<file path="config.mk">
export PLATFORM = sky130hd
export DESIGN_NAME = pwm_superimpose_sequencer_core
export DESIGN_NICKNAME = d
export VERILOG_FILES = /design/src/hdl/pss_pkg.sv /design/src/hdl/pss_cfg.sv /design/src/hdl/pss_level.sv /design/src/hdl/pss_tick.sv /design/src/hdl/pwm_superimpose_sequencer_core.sv
export SDC_FILE = /design/constraint.sdc
export NUM_CORES = 2
export LEC_CHECK = 0
export ABC_AREA = 0
export BUFFER_PORTS_ARGS = -buffer_cell sky130_fd_sc_hd__buf_2
export CORE_MARGIN = 2
export CORE_UTILIZATION = 70
export CTS_BUF_LIST = sky130_fd_sc_hd__clkbuf_16
export CTS_CLUSTER_SIZE = 25
export DETAILED_ROUTE_END_ITERATION = 8
export PLACE_DENSITY = 0.95
export SLEW_MARGIN = 20
export SYNTH_ARGS = -nofsm -noshare
export SYNTH_HDL_FRONTEND = slang
export SYNTH_SLANG_ARGS = --single-unit
</file>
<file path="constraint.sdc">
create_clock -name clk -period 18.6 [get_ports clk]
set_clock_uncertainty 0.05 [all_clocks]
set_input_delay 2.79 -clock clk [delete_from_list [all_inputs] [get_ports clk]]
set_output_delay 2.79 -clock clk [all_outputs]
set_load 0.02 [all_outputs]
</file>
<file path="src/hdl/pss_pkg.sv">
// shared types, constants and helpers for the pwm superimpose sequencer
package pss_pkg;

	localparam int PWM_PERIOD  = 1023;
	localparam int PWM_RATE_HZ = 46875;
	localparam int ADC_SLOTS   = 8;

	localparam int REG_W  = 16;
	localparam int RATE_W = 16;
	localparam int LVL_W  = 11;
	localparam int CNT_W  = 32;
	localparam int PROD_W = RATE_W + LVL_W;
	localparam int PER_W  = $clog2(PWM_RATE_HZ + 1);
	localparam int SLOT_W = (ADC_SLOTS > 1) ? $clog2(ADC_SLOTS) : 1;
	localparam int DIV_CNT_W = $clog2(PER_W);

	localparam logic [LVL_W-1:0] PWM_TOP = LVL_W'(PWM_PERIOD + 1);
	localparam logic [REG_W-1:0] HALF16 = REG_W'(32767);
	localparam logic [PER_W-1:0] DIVIDEND = PER_W'(PWM_RATE_HZ);

	typedef enum logic [1:0] {
		REG_LIGHT = 2'd0,
		REG_AMPL  = 2'd1,
		REG_FREQ  = 2'd2,
		REG_OE    = 2'd3
	} reg_idx_t;

	localparam logic REQ_TICK = 1'b0;
	localparam logic REQ_SET  = 1'b1;

	localparam logic [1:0] DIR_IDLE = 2'd0;
	localparam logic [1:0] DIR_FWD  = 2'd1;
	localparam logic [1:0] DIR_REV  = 2'd2;

	localparam logic [1:0] MODE_OFF  = 2'd0;
	localparam logic [1:0] MODE_MAIN = 2'd1;
	localparam logic [1:0] MODE_COMP = 2'd2;

	typedef struct packed {
		logic              req_type;
		logic [RATE_W-1:0] rate;
		logic [1:0]        direction;
	} pss_in_t;

	typedef struct packed {
		logic             compare_write;
		logic [LVL_W-1:0] compare_value;
		logic             channel_update;
		logic [1:0]       channel_mode;
		logic             adc_start;
		logic             adc_frame_done;
		logic             rate_report_valid;
		logic [LVL_W-1:0] rate_report;
	} pss_out_t;

	typedef struct packed {
		logic [LVL_W-1:0] light_offset;
		logic [LVL_W-1:0] swing;
		logic [PER_W-1:0] mod_period;
		logic             output_enable;
		logic             recalc_pend;
		logic             busy;
	} cfg_state_t;

	typedef struct packed {
		logic [LVL_W-1:0] lo;
		logic [LVL_W-1:0] hi;
		logic [LVL_W-1:0] report;
	} level_t;

	typedef struct packed {
		logic             compare_write;
		logic [LVL_W-1:0] compare_value;
		logic             channel_update;
		logic [1:0]       channel_mode;
		logic             adc_start;
		logic             adc_frame_done;
	} tick_t;

	// floor(x / 65535) for quotients below 65536
	function automatic logic [15:0] div_full16(input logic [31:0] x);
		logic [32:0] t;
		t = {1'b0, x} + {17'b0, x[31:16]} + 33'd1;
		return t[31:16];
	endfunction

endpackage

</file>
<file path="src/hdl/pss_cfg.sv">
// configuration registers, derived offsets and the modulation period divider
module pss_cfg (
	input  logic                          clk,
	input  logic                          arst_n,
	input  logic                          we,
	input  logic [1:0]                    index,
	input  logic [pss_pkg::REG_W-1:0]     wdata,
	input  logic                          recalc_take,
	output pss_pkg::cfg_state_t           cfg
);

	typedef enum logic [1:0] {
		DIV_IDLE = 2'b01,
		DIV_RUN  = 2'b10
	} div_state_t;

	div_state_t                        div_state_q;
	logic [pss_pkg::DIV_CNT_W-1:0]     div_cnt_q;
	logic [pss_pkg::REG_W-1:0]         div_rem_q;
	logic [pss_pkg::PER_W-1:0]         div_quo_q;
	logic [pss_pkg::REG_W-1:0]         div_den_q;
	logic [pss_pkg::REG_W:0]           div_trial;
	logic                              div_ge;
	logic [pss_pkg::REG_W-1:0]         div_rem_next;
	logic [pss_pkg::PER_W-1:0]         div_quo_next;

	logic [pss_pkg::LVL_W-1:0]         light_offset_q;
	logic [pss_pkg::LVL_W-1:0]         swing_q;
	logic [pss_pkg::PER_W-1:0]         mod_period_q;
	logic                              output_enable_q;
	logic                              recalc_pend_q;
	logic                              swing_pend_q;
	logic [pss_pkg::PROD_W-1:0]        swing_prod_q;

	logic [pss_pkg::REG_W-1:0]         cap;
	logic [pss_pkg::LVL_W-1:0]         span;
	logic [pss_pkg::PROD_W-1:0]        light_prod;
	logic [15:0]                       light_quo;
	logic [15:0]                       swing_quo;
	logic                              freq_write;

	assign freq_write = we && (pss_pkg::reg_idx_t'(index) == pss_pkg::REG_FREQ);

	assign cap = (wdata > pss_pkg::HALF16) ? pss_pkg::HALF16 : wdata;
	assign span = pss_pkg::LVL_W'(pss_pkg::PWM_PERIOD) - light_offset_q;
	assign light_prod = pss_pkg::PROD_W'(wdata) * pss_pkg::PROD_W'(pss_pkg::PWM_PERIOD);
	assign light_quo = pss_pkg::div_full16(32'(light_prod));
	assign swing_quo = pss_pkg::div_full16(32'(swing_prod_q));

	// restoring divider, one quotient bit per cycle
	assign div_trial = {div_rem_q, div_quo_q[pss_pkg::PER_W-1]};
	assign div_ge = div_trial >= {1'b0, div_den_q};
	always_comb begin
		if (div_ge) begin
			div_rem_next = pss_pkg::REG_W'(div_trial - {1'b0, div_den_q});
		end else begin
			div_rem_next = div_trial[pss_pkg::REG_W-1:0];
		end
	end
	assign div_quo_next = {div_quo_q[pss_pkg::PER_W-2:0], div_ge};

	always_ff @(posedge clk) begin
		if (freq_write) begin
			div_den_q <= wdata;
			div_rem_q <= '0;
			div_quo_q <= pss_pkg::DIVIDEND;
		end else if (div_state_q == DIV_RUN) begin
			div_rem_q <= div_rem_next;
			div_quo_q <= div_quo_next;
		end
		if (we && (pss_pkg::reg_idx_t'(index) == pss_pkg::REG_AMPL)) begin
			swing_prod_q <= pss_pkg::PROD_W'(cap) * pss_pkg::PROD_W'(span);
		end
	end

	always_ff @(posedge clk or negedge arst_n) begin
		if (!arst_n) begin
			div_state_q     <= DIV_IDLE;
			div_cnt_q       <= '0;
			light_offset_q  <= '0;
			swing_q         <= '0;
			mod_period_q    <= '0;
			output_enable_q <= 1'b1;
			recalc_pend_q   <= 1'b0;
			swing_pend_q    <= 1'b0;
		end else begin
			if (swing_pend_q) begin
				swing_q      <= swing_quo[pss_pkg::LVL_W-1:0];
				swing_pend_q <= 1'b0;
			end
			if (recalc_take) begin
				recalc_pend_q <= 1'b0;
			end
			if (div_state_q == DIV_RUN) begin
				div_cnt_q <= div_cnt_q + 1'b1;
				if (div_cnt_q == pss_pkg::DIV_CNT_W'(pss_pkg::PER_W - 1)) begin
					div_state_q  <= DIV_IDLE;
					mod_period_q <= div_quo_next;
				end
			end
			if (we) begin
				unique case (pss_pkg::reg_idx_t'(index))
					pss_pkg::REG_LIGHT: begin
						light_offset_q <= light_quo[pss_pkg::LVL_W-1:0];
						recalc_pend_q  <= 1'b1;
					end
					pss_pkg::REG_AMPL: begin
						swing_pend_q  <= 1'b1;
						recalc_pend_q <= 1'b1;
					end
					pss_pkg::REG_FREQ: begin
						if (wdata == '0) begin
							mod_period_q <= '0;
							div_state_q  <= DIV_IDLE;
						end else begin
							div_state_q <= DIV_RUN;
							div_cnt_q   <= '0;
						end
					end
					pss_pkg::REG_OE: begin
						output_enable_q <= wdata[0];
					end
					default: begin
					end
				endcase
			end
		end
	end

	assign cfg.light_offset  = light_offset_q;
	assign cfg.swing         = swing_q;
	assign cfg.mod_period    = mod_period_q;
	assign cfg.output_enable = output_enable_q;
	assign cfg.recalc_pend   = recalc_pend_q;
	assign cfg.busy          = (div_state_q == DIV_RUN);

endmodule

</file>
<file path="src/hdl/pss_level.sv">
// low and high compare levels around the mean, with clamping and light offset
module pss_level (
	input  logic [pss_pkg::PROD_W-1:0] prod,
	input  logic [pss_pkg::LVL_W-1:0]  swing,
	input  logic [pss_pkg::LVL_W-1:0]  light_offset,
	output pss_pkg::level_t            level
);

	logic [pss_pkg::LVL_W-1:0] top;
	logic [15:0]               mean_full;
	logic [pss_pkg::LVL_W-1:0] mean;
	logic [pss_pkg::LVL_W:0]   mean2;
	logic [pss_pkg::LVL_W:0]   mean_plus;
	logic [pss_pkg::LVL_W-1:0] lo;
	logic [pss_pkg::LVL_W-1:0] hi;
	logic [pss_pkg::LVL_W-1:0] lo_f;
	logic [pss_pkg::LVL_W-1:0] hi_f;
	logic [pss_pkg::LVL_W:0]   sum;

	assign top       = pss_pkg::PWM_TOP - light_offset;
	assign mean_full = pss_pkg::div_full16(32'(prod));
	assign mean      = mean_full[pss_pkg::LVL_W-1:0];
	assign mean2     = {mean, 1'b0};
	assign mean_plus = {1'b0, mean} + {1'b0, swing};

	always_comb begin
		priority if (mean < swing) begin
			// swing would go below zero: fold it up against zero
			lo = '0;
			hi = (mean2 > {1'b0, top}) ? top : mean2[pss_pkg::LVL_W-1:0];
		end else if (mean_plus < {1'b0, top}) begin
			lo = mean - swing;
			hi = mean_plus[pss_pkg::LVL_W-1:0];
		end else begin
			// swing would pass full scale: fold it down against the top
			lo = pss_pkg::LVL_W'(mean2 - {1'b0, top});
			hi = top;
		end
	end

	assign lo_f = lo + light_offset;
	assign hi_f = hi + light_offset;
	assign sum  = {1'b0, lo_f} + {1'b0, hi_f};

	assign level.lo     = lo_f;
	assign level.hi     = hi_f;
	assign level.report = sum[pss_pkg::LVL_W:1];

endmodule

</file>
<file path="src/hdl/pss_tick.sv">
// modulation counter, compare loads, channel mode and adc slot schedule
module pss_tick (
	input  logic                      clk,
	input  logic                      arst_n,
	input  logic                      fire,
	input  logic [pss_pkg::PER_W-1:0] mod_period,
	input  logic [pss_pkg::LVL_W-1:0] low_compare,
	input  logic [pss_pkg::LVL_W-1:0] high_compare,
	input  logic                      output_enable,
	input  logic [1:0]                direction,
	output pss_pkg::tick_t            tick
);

	localparam int SPROD_W = pss_pkg::SLOT_W + pss_pkg::PER_W;

	logic [pss_pkg::CNT_W-1:0]  counter_q;
	logic [pss_pkg::SLOT_W-1:0] slot_q;
	logic [SPROD_W-1:0]         slot_prod;
	logic [SPROD_W-1:0]         slot_time;
	logic                       slot_hit;
	logic                       slot_last;
	logic [pss_pkg::CNT_W-1:0]  cnt_next;
	logic                       half_hit;
	logic                       end_hit;

	assign slot_prod = SPROD_W'(slot_q) * SPROD_W'(mod_period);
	assign slot_time = SPROD_W'(slot_prod / pss_pkg::ADC_SLOTS);
	assign slot_hit  = pss_pkg::CNT_W'(slot_time) == counter_q;
	assign slot_last = slot_q == pss_pkg::SLOT_W'(pss_pkg::ADC_SLOTS - 1);

	assign cnt_next = counter_q + 1'b1;
	assign half_hit = cnt_next == pss_pkg::CNT_W'(mod_period >> 1);
	assign end_hit  = !half_hit && (cnt_next == pss_pkg::CNT_W'(mod_period));

	always_comb begin
		tick = '0;
		tick.adc_start      = slot_hit;
		tick.adc_frame_done = slot_hit && slot_last;
		if (half_hit) begin
			tick.compare_write = 1'b1;
			tick.compare_value = high_compare;
		end else if (end_hit) begin
			tick.compare_write = 1'b1;
			tick.compare_value = low_compare;
			// with the output enabled, an unknown direction leaves the channel as it is
			priority if (!output_enable || direction == pss_pkg::DIR_IDLE) begin
				tick.channel_update = 1'b1;
				tick.channel_mode   = pss_pkg::MODE_OFF;
			end else if (direction == pss_pkg::DIR_FWD) begin
				tick.channel_update = 1'b1;
				tick.channel_mode   = pss_pkg::MODE_MAIN;
			end else if (direction == pss_pkg::DIR_REV) begin
				tick.channel_update = 1'b1;
				tick.channel_mode   = pss_pkg::MODE_COMP;
			end else begin
				tick.channel_update = 1'b0;
			end
		end
	end

	always_ff @(posedge clk or negedge arst_n) begin
		if (!arst_n) begin
			counter_q <= '0;
			slot_q    <= '0;
		end else if (fire) begin
			if (slot_hit) begin
				slot_q <= slot_last ? '0 : slot_q + 1'b1;
			end
			counter_q <= end_hit ? '0 : cnt_next;
		end
	end

endmodule

</file>
<file path="src/hdl/pwm_superimpose_sequencer_core.sv">
// top level of the pwm superimpose sequencer: input stage, result register, glue
//
//  port group   direction  handshake               word
//  req          in         req_valid / req_ready   pss_in_t (req_type, rate, direction)
//  rsp          out        rsp_valid / rsp_ready   pss_out_t (compare, channel, adc, report)
//  cfg          in         cfg_we, no wait         cfg_index, cfg_data
//
// a word passes from the input register to the result register; one word per cycle while rsp does not stall.
// the input register holds the rate product, the level and tick logic sit before rsp.
// a light or amplitude write holds req_ready low until the input register takes a level recompute pass.
// a nonzero frequency write holds req_ready low while the period divider runs.
// rsp stalls back up into the input register; a new word is taken as soon as it frees.
// reset sets the control and config registers at once; data registers such as rsp_q are not reset; no clearing pass.
module pwm_superimpose_sequencer_core (
	input  logic                      clk,
	input  logic                      arst_n,
	input  logic                      req_valid,
	output logic                      req_ready,
	input  pss_pkg::pss_in_t          req,
	output logic                      rsp_valid,
	input  logic                      rsp_ready,
	output pss_pkg::pss_out_t         rsp,
	input  logic                      cfg_we,
	input  logic [1:0]                cfg_index,
	input  logic [pss_pkg::REG_W-1:0] cfg_data
);

	pss_pkg::cfg_state_t cfg;
	pss_pkg::level_t     lvl;
	pss_pkg::tick_t      tick;

	logic                         vld_s1;
	logic                         recalc_s1;
	pss_pkg::pss_in_t             req_s1;
	logic [pss_pkg::PROD_W-1:0]   prod_s1;

	logic                         rsp_valid_q;
	pss_pkg::pss_out_t            rsp_q;
	pss_pkg::pss_out_t            rsp_next;

	logic [pss_pkg::LVL_W-1:0]    low_compare_q;
	logic [pss_pkg::LVL_W-1:0]    high_compare_q;
	logic [1:0]                   latched_dir_q;
	logic [pss_pkg::RATE_W-1:0]   latched_rate_q;

	logic                         advance;
	logic                         s1_free;
	logic                         accept;
	logic                         recalc_take;
	logic                         tick_fire;
	logic                         set_s1;
	logic [pss_pkg::RATE_W-1:0]   rate_mux;
	logic [pss_pkg::LVL_W-1:0]    top_now;

	pss_cfg u_cfg (
		.clk         (clk),
		.arst_n      (arst_n),
		.we          (cfg_we),
		.index       (cfg_index),
		.wdata       (cfg_data),
		.recalc_take (recalc_take),
		.cfg         (cfg)
	);

	// a recompute pass moves through the input register without an output slot
	assign advance     = vld_s1 && (recalc_s1 || !rsp_valid_q || rsp_ready);
	assign s1_free     = !vld_s1 || advance;
	assign req_ready   = s1_free && !cfg.busy && !cfg.recalc_pend;
	assign accept      = req_valid && req_ready;
	assign recalc_take = s1_free && cfg.recalc_pend;
	assign set_s1      = req_s1.req_type == pss_pkg::REQ_SET;
	assign tick_fire   = advance && !recalc_s1 && !set_s1;

	assign rate_mux = accept ? req.rate : latched_rate_q;
	assign top_now  = pss_pkg::PWM_TOP - cfg.light_offset;

	always_ff @(posedge clk) begin
		if (accept || recalc_take) begin
			req_s1  <= req;
			prod_s1 <= pss_pkg::PROD_W'(rate_mux) * pss_pkg::PROD_W'(top_now);
		end
		if (advance && !recalc_s1) begin
			rsp_q <= rsp_next;
		end
	end

	always_ff @(posedge clk or negedge arst_n) begin
		if (!arst_n) begin
			vld_s1         <= 1'b0;
			recalc_s1      <= 1'b0;
			rsp_valid_q    <= 1'b0;
			low_compare_q  <= '0;
			high_compare_q <= '0;
			latched_dir_q  <= pss_pkg::DIR_IDLE;
			latched_rate_q <= '0;
		end else begin
			if (accept || recalc_take) begin
				vld_s1    <= 1'b1;
				recalc_s1 <= !accept;
			end else if (advance) begin
				vld_s1 <= 1'b0;
			end
			if (accept && req.req_type == pss_pkg::REQ_SET) begin
				latched_rate_q <= req.rate;
			end
			if (advance && (recalc_s1 || set_s1)) begin
				low_compare_q  <= lvl.lo;
				high_compare_q <= lvl.hi;
			end
			if (advance && !recalc_s1 && set_s1) begin
				latched_dir_q <= req_s1.direction;
			end
			if (advance && !recalc_s1) begin
				rsp_valid_q <= 1'b1;
			end else if (rsp_ready) begin
				rsp_valid_q <= 1'b0;
			end
		end
	end

	pss_level u_level (
		.prod         (prod_s1),
		.swing        (cfg.swing),
		.light_offset (cfg.light_offset),
		.level        (lvl)
	);

	pss_tick u_tick (
		.clk           (clk),
		.arst_n        (arst_n),
		.fire          (tick_fire),
		.mod_period    (cfg.mod_period),
		.low_compare   (low_compare_q),
		.high_compare  (high_compare_q),
		.output_enable (cfg.output_enable),
		.direction     (latched_dir_q),
		.tick          (tick)
	);

	always_comb begin
		rsp_next = '0;
		if (set_s1) begin
			rsp_next.rate_report_valid = 1'b1;
			rsp_next.rate_report       = lvl.report;
		end else begin
			rsp_next.compare_write  = tick.compare_write;
			rsp_next.compare_value  = tick.compare_value;
			rsp_next.channel_update = tick.channel_update;
			rsp_next.channel_mode   = tick.channel_mode;
			rsp_next.adc_start      = tick.adc_start;
			rsp_next.adc_frame_done = tick.adc_frame_done;
		end
	end

	assign rsp_valid = rsp_valid_q;
	assign rsp       = rsp_q;

	a_word_lands: assert property (@(posedge clk) disable iff (!arst_n)
		(advance && !recalc_s1) |=> rsp_valid_q)
		else $error("word left the input register without reaching rsp");

	a_set_quiet: assert property (@(posedge clk) disable iff (!arst_n)
		(rsp_valid_q && rsp_q.rate_report_valid) |->
		(!rsp_q.compare_write && !rsp_q.channel_update &&
		 !rsp_q.adc_start && !rsp_q.adc_frame_done))
		else $error("set-rate word carries tick fields");

	a_mode_with_load: assert property (@(posedge clk) disable iff (!arst_n)
		(rsp_valid_q && rsp_q.channel_update) |-> rsp_q.compare_write)
		else $error("channel mode refreshed without a compare load");

	a_recalc_no_word: assert property (@(posedge clk) disable iff (!arst_n)
		(advance && recalc_s1 && !rsp_valid_q) |=> !rsp_valid_q)
		else $error("recompute pass produced a result word");

endmodule
</file>
# [After elaboration in Yosys (flattened, before gate mapping)]
# Index checks and enable logic that the tools add are counted.
[classes] addsub=18 multipliers=4 n_lt_le_gt_ge=5 n_eq_ne=11 n_mux=40 n_bitwise=1 reduce_logical=41
[ops] op="$mux W16" count=8
[ops] op="$add A27 B1 Y27 const B" count=3
[ops] op="$mux W11" count=5
[ops] op="$add A27 B11 Y27" count=2
[ops] op="$mul A16 B11 Y27" count=2
[ops] op="$add A32 B1 Y32 const B" count=1
[ops] op="$eq A16 B32 Y1" count=1
[ops] op="$eq A32 B15 Y1" count=1
[ops] op="$eq A32 B16 Y1" count=1
[ops] op="$mux W32" count=1
[ops] op="$add A26 B10 Y27" count=1
[ops] op="$mul A16 B10 Y26 const B" count=1
[ops] op="$add A11 B11 Y12" count=2
[ops] op="$mux W12" count=2
[ops] op="$add A11 B11 Y11" count=2
[ops] op="$sub A11 B11 Y11" count=2
[ops] op="$mul A3 B16 Y19" count=1
[ops] op="$ge A17 B16 Y1" count=1
[ops] op="$gt A16 B15 Y1 const B" count=1
[ops] op="$logic_not A16 Y1" count=1
[ops] op="$mux W4" count=4
[ops] op="$sub A16 B16 Y16" count=1
[ops] op="$mux W15" count=1
[ops] op="$logic_and A1 B1 Y1" count=14
[ops] op="other kinds (24)" count=61
[word_totals] ff_bits=259

# [Longest topological paths before layout]
[logic_depth] word_depth=10 depth_mapped=45

# [Cells and area by module]
# From an unflattened synthesis, not the netlist that was laid out.
[unflattened] cells_unflattened=3882 area_unflattened_um2=34999.8
[by_module_without_submodules] module="pss_cfg" n_inst=1 cells_per_inst=1717 area_each_um2=15857.7 seq_area_each_um2=3110.5
[by_module_without_submodules] module="pwm_superimpose_sequencer_core" n_inst=1 cells_per_inst=919 area_each_um2=9668.0 seq_area_each_um2=2847.7
[by_module_without_submodules] module="pss_tick" n_inst=1 cells_per_inst=693 area_each_um2=5432.7 seq_area_each_um2=875.8
[by_module_without_submodules] module="pss_level" n_inst=1 cells_per_inst=553 area_each_um2=4041.4 seq_area_each_um2=0.0

# [Worst setup path after synthesis]
# Ideal clock, no wire load.
[synth_path] kind="input port to flip-flop" start="input port rsp_ready" end="register prod_s1[26] (netlist bit), data pin" setup_time_ns=0.261 arrival_ns=10.176 required_time_ns=18.289 path_slack_ns=8.113 cell_stages=27 path_buffers=3 cell_sequence="nand2b_1 > nor2_1 > nor3_1 > and2_1 > clkbuf_1 > buf_1 > clkbuf_1 > mux2_2 > nand2_1 > fa_1 > fa_1 > inv_1 > fa_1 > inv_1 > fa_1 > inv_1 > fa_1 > ha_1 > a21o_1 > a21oi_1 > a31oi_1 > o41ai_1 > o21ai_0 > or4_1 > a31oi_1 > o21ai_0 > xnor2_1"
[synth_between] elab_chain_cells=8
[synth_rtl] element="start, declared" line="pwm_superimpose_sequencer_core.sv:21" rtl="input logic rsp_ready,"
[synth_rtl] element="$logic_or A1 B1 Y1" line="pwm_superimpose_sequencer_core.sv:66" rtl="assign advance = vld_s1 && (recalc_s1 || !rsp_valid_q || rsp_ready);"
[synth_rtl] element="$logic_and A1 B1 Y1" line="pwm_superimpose_sequencer_core.sv:66"
[synth_rtl] element="$logic_or A1 B1 Y1" line="pwm_superimpose_sequencer_core.sv:67" rtl="assign s1_free = !vld_s1 || advance;"
[synth_rtl] element="$logic_and A1 B1 Y1 (2 in series)" line="pwm_superimpose_sequencer_core.sv:68" rtl="assign req_ready = s1_free && !cfg.busy && !cfg.recalc_pend;"
[synth_rtl] element="net req_ready" line="pwm_superimpose_sequencer_core.sv:18" rtl="output logic req_ready,"
[synth_rtl] element="$logic_and A1 B1 Y1" line="pwm_superimpose_sequencer_core.sv:69" rtl="assign accept = req_valid && req_ready;"
[synth_rtl] element="$mux W16" line="pwm_superimpose_sequencer_core.sv:74" rtl="assign rate_mux = accept ? req.rate : latched_rate_q;"
[synth_rtl] element="$mul A16 B11 Y27" line="pwm_superimpose_sequencer_core.sv:80" rtl="prod_s1 <= pss_pkg::PROD_W'(rate_mux) * pss_pkg::PROD_W'(top_now);"
[synth_rtl] element="end signal, assigned" line="pwm_superimpose_sequencer_core.sv:80"
[synth_rtl] element="end, declared" line="pwm_superimpose_sequencer_core.sv:35" rtl="logic [pss_pkg::PROD_W-1:0] prod_s1;"
# The timed path passes the listed nets, and every way through them passes these cells.
# A chain may end at the register's enable or synchronous reset.

==> qor.txt <==
Period minus WS final: 10.74 ns
Post-CTS Setup Inserts: 0
CTS Buffer Depth: 3
ratio of cells with drive above 1 in the final layout: 8.08%
Pre-Repair DR Iteration Count: 9
Worst-path clk slew: 0.07 ns
Clock Sinks: 259
Synth Flop Type: dfrtp_1
die width: 220 um
Adder-Cell Fraction of Synth Area: 35.0%
Achievable Freq: 93.1 MHz
gpl congestion: 0.993
initial antenna violation count: 2
Final setup viols: 0
top cells by area, synth: fa_1 (22%), ha_1 (13%), dfrtp_1 (9.4%)
via count: 28,057
top-level I/O count: 73
Cells after Synth: 3,581
Final HPWL DP: 67.1 mm
Synth Area in Compound Gates: 11.1%
largest family of logic cells by synthesized area: adder cells
Root Driver: clkbuf_16
Clock Latency Late Sink: 0.61 ns
Area growth, synth to finish: 5.63%
Starting Density: 70.6%
Mapped Nets: 4,324
CP max FO: 13
leading area contributor after synthesis: fa_1
Worst Hold Class: reg -> reg
Yosys warning count: 0
Nets: 4,333
Synth cell types: 85
total CTS buffers: 29
CP peak stage delay: 0.60 ns
Slew headroom: 18.1%
number of global-route vias before repair: 28,919
sequential area share after synthesis: 20.9%
GR Overflow Total: 0
count leader, synth: inv_1
failing checks: DRC
Max Slew Vio Count: 0
Buffers on Ports: 72
Residual DRC: 1
pin count of the biggest net entering global routing: 66
Worst-Margin Slew: 1.22 ns
mux share of post-synthesis cell area: 2.45%
Simple-Gate Fraction of Synth Area: 17.2%
Critical Path Sink Type: register
Post-synth top cells: inv_1 (445), nand2_1 (364), fa_1 (353)
FFs w/ async S/R, synth: 48.3%
Synth Register Bits: 259
crit path launch type: register
first-pass GRT wire length: 147 mm
H-tree Lvls: 1
Max Cap Viol: 0
Final Cell Area: 34,500 um2
Mean Syn Cell Area: 9.12 um2
unrepaired setup endpoints after global routing: false
Setup TNS: 0 ns
Hold Violations, Final: 0
Synth top area share: 21.6%
ANT nets after route: 0
row cnt: 79
cts-stage hold buffer count: 0
Via density: 6.65
status: complete, but fails checks
GRT Total Usage: 38.3%
Resize count post-CTS: 0
Req. time, crit path: 18.88 ns
Critical Path AT: 11.03 ns
crit path max-delay cell type: or2_0
critical path class: reg -> reg
synthesized cell area: 32,700 um2
xor/xnor cell area share of the yosys netlist: 6.68%
die area: 48,400 um2
core footprint: 46,300 um2
final worst path period share: 57.7%
DR iter-0 viols: 3,852
CTS tree: done
detailed-route wire length: 91.1 mm
EDFF count, synth: 102
WL/cell: 21.6 um
die height: 220 um
Post-DP Area: 33,600 um2
sequential cells by signal, indices dropped and copies added (netlist names), 27 cells and up:
| name | flops |
|---|---|
| u_tick.counter_q | 32 |
| rsp | 29 |
| prod_s1 | 27 |
| u_cfg.swing_prod_q | 27 |
worst max-delay path, delay by kind of cell (launching register included):
kind	cells	cell delay [ns]
adder cells (fa/ha/maj)	7	2.25
flip-flops	1	0.49
AND/OR/NAND/NOR	6	1.97
XOR/XNOR	4	1.07
AO/OA/AOI/OAI	21	4.58
buffers and inverters	1	0.06
placed cells by master, fill, tap and decap left out, types with 23 or more instances in the layout:
cell type / Yosys / routed
inv_1: 445 / 451
nand2_1: 364 / 364
fa_1: 353 / 353
ha_1: 348 / 348
nor2_1: 289 / 286
a21oi_1: 154 / 154
xnor2_1: 151 / 147
o21ai_0: 145 / 144
dfrtp_1: 123 / 123
edfxtp_1: 102 / 102
nand3_1: 82 / 82
or2_2: 79 / 79
xor2_1: 80 / 79
nor3_1: 72 / 72
buf_2: 9 / 71
and2_1: 64 / 64
a21o_1: 49 / 49
nand2b_1: 42 / 42
mux2_2: 40 / 40
nand4_1: 37 / 37
mux2i_1: 35 / 35
nor2b_1: 33 / 32
dfxtp_1: 32 / 32
clkbuf_16: 0 / 30
buf_4: 6 / 28
and3_1: 25 / 25
o21a_1: 25 / 25
o31ai_1: 23 / 23
path summary, 6_finish.rpt:
kind | startpoint | end | slack (ns) | cells past startpoint
setup reg to reg | prod_s1[21] | rsp[10] | 7.86 | 39
min in group asynchronous | arst_n | u_tick.counter_q[6] | 2.13 | 1
max in group asynchronous | arst_n | u_cfg.swing_q[10] | 15.09 | 2
hold reg to reg | u_cfg.div_quo_q[4] | u_cfg.mod_period_q[5] | 0.41 | 2
setup / recovery | prod_s1[21] | rsp[10] | 7.86 | 39
hold / removal | u_cfg.div_quo_q[4] | u_cfg.mod_period_q[5] | 0.41 | 2
metrics by stage:
stage,hold WS (ns),cells,utilization (%),worst slack (ns)
after floorplan,0.374,3581,-,8.11
after global placement,0.403,4166,72.5,7.95
after detailed placement,0.407,4166,72.5,7.65
after CTS,0.413,4220,74.5,8.00
after global routing,0.445,4221,74.6,7.47
final,0.413,4221,74.6,7.86
metal layers:
| layer | vias to the layer above | routed length [um] | track usage [%] | part of all wire (%) |
|---|---|---|---|---|
| li1 | 12000 | - | - | - |
| met1 | 13332 | 31700 | 46.6 | 35 |
| met2 | 2044 | 42000 | 61.8 | 46 |
| met3 | 679 | 10800 | 9.95 | 12 |
| met4 | 2 | 6520 | 22.4 | 7.2 |
| met5 | - | 13 | 0 | 0.014 |
logic make-up (layout without fill, tap and decap cells):
logic type               after synthesis  after routing
AND/OR/NAND/NOR                     1170           1170
adder cells (fa/ha/maj)              701            701
AO/OA/AOI/OAI                        569            569
buffers and inverters                569            601
flip-flops                           259            259
XOR/XNOR                             238            238
multiplexers                          75             75
other                                  0              1
final cells by class:
| class | count | area, um2 |
|---|---|---|
| flip-flops and latches | 259 | 6830 |
| diodes | 1 | 2.50 |
| well taps | 607 | 759 |
| clock inverters | 24 | 169 |
| inverters | 447 | 1680 |
| clock buffers | 30 | 751 |
| fillers | 2836 | 11800 |
| multi-input cells | 2753 | 23700 |
| repair buffers | 100 | 577 |
Power is left out: the tool's default activity adds up to more than one toggle a clock period on the data nets, which glitch-free logic cannot reach.
